File: config.mk
export PLATFORM = sky130hd
export DESIGN_NAME = ctv_cfg
export DESIGN_NICKNAME = d
export VERILOG_FILES = /design/src/sv/ctv_pkg.sv /design/src/sv/ctv_cfg.sv
export SDC_FILE = /design/constraint.sdc
export NUM_CORES = 1
export LEC_CHECK = 0
export BUFFER_PORTS_ARGS = -buffer_cell sky130_fd_sc_hd__buf_2
export CAP_MARGIN = 40
export CELL_PAD_IN_SITES_DETAIL_PLACEMENT = 2
export CELL_PAD_IN_SITES_GLOBAL_PLACEMENT = 2
export CORE_MARGIN = 2
export CORE_UTILIZATION = 27
export CTS_CLUSTER_DIAMETER = 60
export DETAILED_ROUTE_END_ITERATION = 10
export PLACE_DENSITY = 0.81
export SLEW_MARGIN = 20
export SYNTH_ARGS = -nofsm -noshare
export SYNTH_HDL_FRONTEND = slang
export SYNTH_SLANG_ARGS = --single-unit
File: constraint.sdc
create_clock -name clk -period 0.95 [get_ports clk]
set_input_delay 0.095 -clock clk [delete_from_list [all_inputs] [get_ports clk]]
set_output_delay 0.095 -clock clk [all_outputs]
set_load 0.005 [all_outputs]
File: src/sv/ctv_pkg.sv
// ----------------------------------------------------------------------------
// ctv_pkg: shared types and constants of the camera tag visibility test
// Field widths, configuration register indexes, reset values and the
// whole-degree sine table used by the facing test.
// ----------------------------------------------------------------------------
package ctv_pkg;

  localparam int COORD_W   = 16;
  localparam int YAW_W     = 9;
  localparam int RANGE_W   = 15;
  localparam int CFG_IDX_W = 4;
  localparam int CFG_W     = 16;

  typedef logic signed [COORD_W-1:0] coord_t;
  typedef logic [YAW_W-1:0]          yaw_t;

  // Configuration register indexes.
  localparam logic [CFG_IDX_W-1:0] REG_RANGE_LIM   = 4'd0;
  localparam logic [CFG_IDX_W-1:0] REG_CAM_HEIGHT  = 4'd1;
  localparam logic [CFG_IDX_W-1:0] REG_LENS_HEIGHT = 4'd2;
  localparam logic [CFG_IDX_W-1:0] REG_TAN_TOP     = 4'd3;

  localparam logic [RANGE_W-1:0] RANGE_LIM_RST   = 15'd3200;
  localparam logic [RANGE_W-1:0] CAM_HEIGHT_RST  = 15'd384;
  localparam coord_t             LENS_HEIGHT_RST = 16'sd384;
  localparam coord_t             TAN_TOP_RST     = 16'sd4096;

  // Three inches in 1/16 inch units.
  localparam logic signed [17:0] MARK_TOP_OFFSET = 18'sd48;
  localparam int                 TAN_FRAC_BITS   = 12;

  localparam yaw_t FULL_TURN   = 9'd360;
  localparam yaw_t HALF_TURN   = 9'd180;
  localparam yaw_t QUARTER     = 9'd90;
  localparam yaw_t THREE_QUART = 9'd270;

  typedef struct packed {
    logic [RANGE_W-1:0] range_lim;
    logic [RANGE_W-1:0] cam_height;
    coord_t             lens_height;
    coord_t             tan_top;
  } cfg_t;

  // round(16384 * sin(k degrees)) for k = 0..90.
  localparam logic [14:0] QSINE [91] = '{
        0,   286,   572,   857,  1143,  1428,  1713,  1997,  2280,  2563,
     2845,  3126,  3406,  3686,  3964,  4240,  4516,  4790,  5063,  5334,
     5604,  5872,  6138,  6402,  6664,  6924,  7182,  7438,  7692,  7943,
     8192,  8438,  8682,  8923,  9162,  9397,  9630,  9860, 10087, 10311,
    10531, 10749, 10963, 11174, 11381, 11585, 11786, 11982, 12176, 12365,
    12551, 12733, 12911, 13085, 13255, 13421, 13583, 13741, 13894, 14044,
    14189, 14330, 14466, 14598, 14726, 14849, 14968, 15082, 15191, 15296,
    15396, 15491, 15582, 15668, 15749, 15826, 15897, 15964, 16026, 16083,
    16135, 16182, 16225, 16262, 16294, 16322, 16344, 16362, 16374, 16382,
    16384
  };

  // Q1.14 sine of an angle already reduced to 0..359 degrees.
  function automatic logic signed [15:0] deg_sine(input yaw_t a);
    yaw_t        idx;
    logic        neg;
    logic [15:0] mag;
    if (a <= QUARTER) begin
      idx = a;
      neg = 1'b0;
    end else if (a <= HALF_TURN) begin
      idx = HALF_TURN - a;
      neg = 1'b0;
    end else if (a <= THREE_QUART) begin
      idx = a - HALF_TURN;
      neg = 1'b1;
    end else begin
      idx = FULL_TURN - a;
      neg = 1'b1;
    end
    mag = {1'b0, QSINE[idx[6:0]]};
    return neg ? -$signed(mag) : $signed(mag);
  endfunction

endpackage

File: src/sv/ctv_cfg.sv
// ----------------------------------------------------------------------------
// ctv_cfg: configuration registers
// Write-only register file for range limit, camera heights and view tangent.
// ----------------------------------------------------------------------------
module ctv_cfg import ctv_pkg::*; (
  input  logic                 clk,
  input  logic                 rst,
  input  logic                 cfg_we,
  input  logic [CFG_IDX_W-1:0] cfg_index,
  input  logic [CFG_W-1:0]     cfg_data,
  output cfg_t                 cfg
);

  always_ff @(posedge clk) begin
    if (rst) begin
      cfg.range_lim   <= RANGE_LIM_RST;
      cfg.cam_height  <= CAM_HEIGHT_RST;
      cfg.lens_height <= LENS_HEIGHT_RST;
      cfg.tan_top     <= TAN_TOP_RST;
    end else if (cfg_we) begin
      case (cfg_index)
        REG_RANGE_LIM:   cfg.range_lim   <= cfg_data[RANGE_W-1:0];
        REG_CAM_HEIGHT:  cfg.cam_height  <= cfg_data[RANGE_W-1:0];
        REG_LENS_HEIGHT: cfg.lens_height <= $signed(cfg_data);
        REG_TAN_TOP:     cfg.tan_top     <= $signed(cfg_data);
        default: ;
      endcase
    end
  end

endmodule

==> results.sh <==
export IMPL_outcome="finished, final reports clean"
export IMPL_min_path_cells=3
export IMPL_core_area_um2=9153
export IMPL_number_of_endpoints_failing_setup_at_the_final_stage=0
export IMPL_cap_viol_max_count=0
export IMPL_vias=1976
export IMPL_final_min_period_over_clock_period=0.9858
export IMPL_antenna_diode_count=0
export IMPL_hold_ws_ns=0.05856
export IMPL_leakage_nw=1.709
export IMPL_synth_avg_cell_area_um2=10.82
export IMPL_grt_max_degree=43
export IMPL_crit_fanout=8
export IMPL_starting_density_of_the_core=0.2767
export IMPL_final_core_util=0.3684
export IMPL_r2r_slack_ns=0.30
export IMPL_cp_start_kind="primary input"
export IMPL_die_y_um=100.8
export IMPL_sequential_area_share_after_synthesis=0.4901
export IMPL_ioPinCount=85
export IMPL_max_reg_flops=62
export IMPL_setup_repair_after_global_routing_missed_its_margin="false"
export IMPL_port_buffers=84
export IMPL_peakVddDrop_mv=0.5065
export IMPL_registers_top_by_ff_count="cfg"
export IMPL_ys_types=16
export IMPL_rr_startpoint="cfg[23]$_SDFFE_PP1P_"
export IMPL_power_density_nw_per_um2=1604
export IMPL_drive_gt1_frac=0.3606
export IMPL_worst_pin_slew_ns=0.3215
export IMPL_rows=35
export IMPL_data_required_time_at_the_worst_endpoint_ns=1.20
export IMPL_synthCells=234
export IMPL_synth_largest_type_area_fraction=0.4901
export IMPL_clock_tree_htree_level_count=3
export IMPL_cts_sink_count=62
export IMPL_antenna_found_initial=0
export IMPL_critical_path_cell_chain="buf_2 -> nor2_1 -> and4b_1 -> buf_12 -> mux2i_1"
export IMPL_timing_reg2reg_worst_path_depth=2
export IMPL_cpMaxStageDelayCell="and4b_1"
export IMPL_synth_net_count=257
export IMPL_finalMaxSlewViolations=0
export IMPL_ctsRootBufferMaster="clkbuf_8"
export IMPL_tritoncts="built"
export IMPL_cts_inserted_buffers=9
export IMPL_num_nets_final=348
export IMPL_regToRegEndpoint="cfg[23]$_SDFFE_PP1P_"
export IMPL_min_delay_path_class="primary input to flip-flop"
export IMPL_post_drt_wl_per_cell_um=15.91
export IMPL_routed_wl_mm=7.016
export IMPL_layout_top_registers="cfg (62)"
export IMPL_buffers_from_clock_root_to_sink_at_most=2
export IMPL_pre_cts_slack_ns=-0.2828
export IMPL_post_route_min_period_ns=0.9365
export IMPL_antenna_left=0
export IMPL_timing_critical_path_to_type="flip-flop"
export IMPL_yosys_register_bits=62
export IMPL_die_area_um2=10170
export IMPL_postPlaceCellArea_um2=3167
export IMPL_detailedPlacementHpwl_mm=5.162
export IMPL_firstDrtPassIters=4
export IMPL_setup_ws_ns=0.01353
export IMPL_synthesis_yosys_warnings=0
export IMPL_first_global_vias=2213
export IMPL_netlist_top_cells_area="dfxtp_1 (49%), mux2i_1 (25%), nand2b_1 (18%)"
export IMPL_max_stage_delay_ns=0.31
export IMPL_detail_route_iter0_violations=22
export IMPL_setup_worst_path_class="primary input to flip-flop"
export IMPL_grt_remaining_overflow=0
export IMPL_hold_path_startpoint="cfg_data[10]"
export IMPL_synth_area_um2=2532
export IMPL_clk_pin_slew_worst_paths_ns=0.07
export IMPL_final_setup_tns_ns=0
export IMPL_postCtsHoldBufs=0
export IMPL_grt_pass1_wl_mm=11.00
export IMPL_fin_worst_skew_ns=0
export IMPL_vias_per_cell=4.481
export IMPL_fin_area_um2=3372
export IMPL_finalWeightedCongestion=0.7088
export IMPL_insertion_delay_ns=0.32
export IMPL_finalHoldViolations=0
export IMPL_groute_usage_overall=0.1420
export IMPL_chipWidth_um=100.8
export IMPL_clock_fmax_mhz=1068
export IMPL_worstHoldEndpoint="cfg[57]$_SDFFE_PP1P_"
export IMPL_area_delta_synth_final_pct=33.15
export IMPL_relative_slew_slack=0.7849
export IMPL_netlist_top_cell_by_area="dfxtp_1"
export IMPL_drt_drc_violations_left=0
export IMPL_arrival_ns=1.18
[stage by stage]
stage / instances / power [mW]
after floorplan: 234 / 2.903
after global placement: 425 / 3.071
after detailed placement: 425 / 3.087
after CTS: 441 / 5.497
after global routing: 441 / 5.633
final: 441 / 5.408
[layout make-up]
class	instances	area, um2
clock buffers	12	155.1
clock inverters	4	45.04
well taps	111	138.9
multi-input cells	155	1206
repair buffers	97	580.6
fillers	1009	5781
flip-flops and latches	62	1246
[layout by cell type (no fill, tap or decap), types with 3 or more instances in the layout]
master / n
mux2i_1: 62
clkinv_2: 3
buf_4: 8
buf_2: 84
nor2_1: 14
dfxtp_1: 58
buf_12: 5
dfxtp_2: 4
nand2b_1: 71
clkbuf_8: 11
[repair_timing]
| item | CTS | global route |
|---|---|---|
| gates resized for setup | 0 | 4 |
| endpoints found under the setup margin | 0 | 4 |
| endpoints found under the hold margin | 0 | 0 |
| setup buffers | 0 | 0 |
[worst max-delay path by stage]
| stage | startpoint | to | slack, ns | cells past startpoint |
|---|---|---|---|---|
| finish | cfg_index[3] | cfg[42]$_SDFFE_PP0P_ | 0.01 | 5 |
| global route | cfg[11]$_SDFFE_PP0P_ | cfg[11] | 0.003 | 1 |
| CTS | cfg[25]$_SDFFE_PP0P_ | cfg[25] | 0.01 | 1 |
| detailed placement | cfg_index[3] | cfg[42]$_SDFFE_PP0P_ | -0.28 | 5 |
| global placement | cfg_index[0] | cfg[54]$_SDFFE_PP1P_ | -0.20 | 6 |
| floorplan | cfg_index[0] | cfg[47]$_SDFFE_PP0P_ | -0.04 | 4 |
[critical path: cells and delay by family]
family | cells | cell delay [ns]
multiplexers | 1 | 0.21
buffers and inverters | 2 | 0.28
AND/OR/NAND/NOR | 2 | 0.59
[cell families (layout without fill, tap and decap cells)]
family	after synthesis	after routing	share of synthesized area
buffers and inverters	17	113	0.03360
AND/OR/NAND/NOR	93	93	0.2312
multiplexers	62	62	0.2451
flip-flops	62	62	0.4901
[power by group]
part	total [mW]	internal (mW)	leakage [nW]	switching (mW)
clock	2.39	1.34	0.106	1.04
sequential	2.65	2.63	0.503	0.0186
combinational	0.370	0.189	1.10	0.181
[Yosys cell counts]
cell,count
buf_6,2
nand4b_1,1
and2b_1,1
nand2b_1,71
and2_1,1
nand2_4,1
clkbuf_1,10
clkbuf_2,1
nor2_1,14
buf_2,4
nor4b_4,1
and4b_1,1
and4_1,1
mux2i_1,62
dfxtp_1,62
nand4_2,1
[per-layer routing]
layer | GRT usage | share of wire
met1 | 0.1689 | 0.43
met2 | 0.2456 | 0.51
met3 | 0.03329 | 0.051
met4 | 0.05690 | 0.011
met5 | 0 | 0
(Power assumes the default switching activity.)
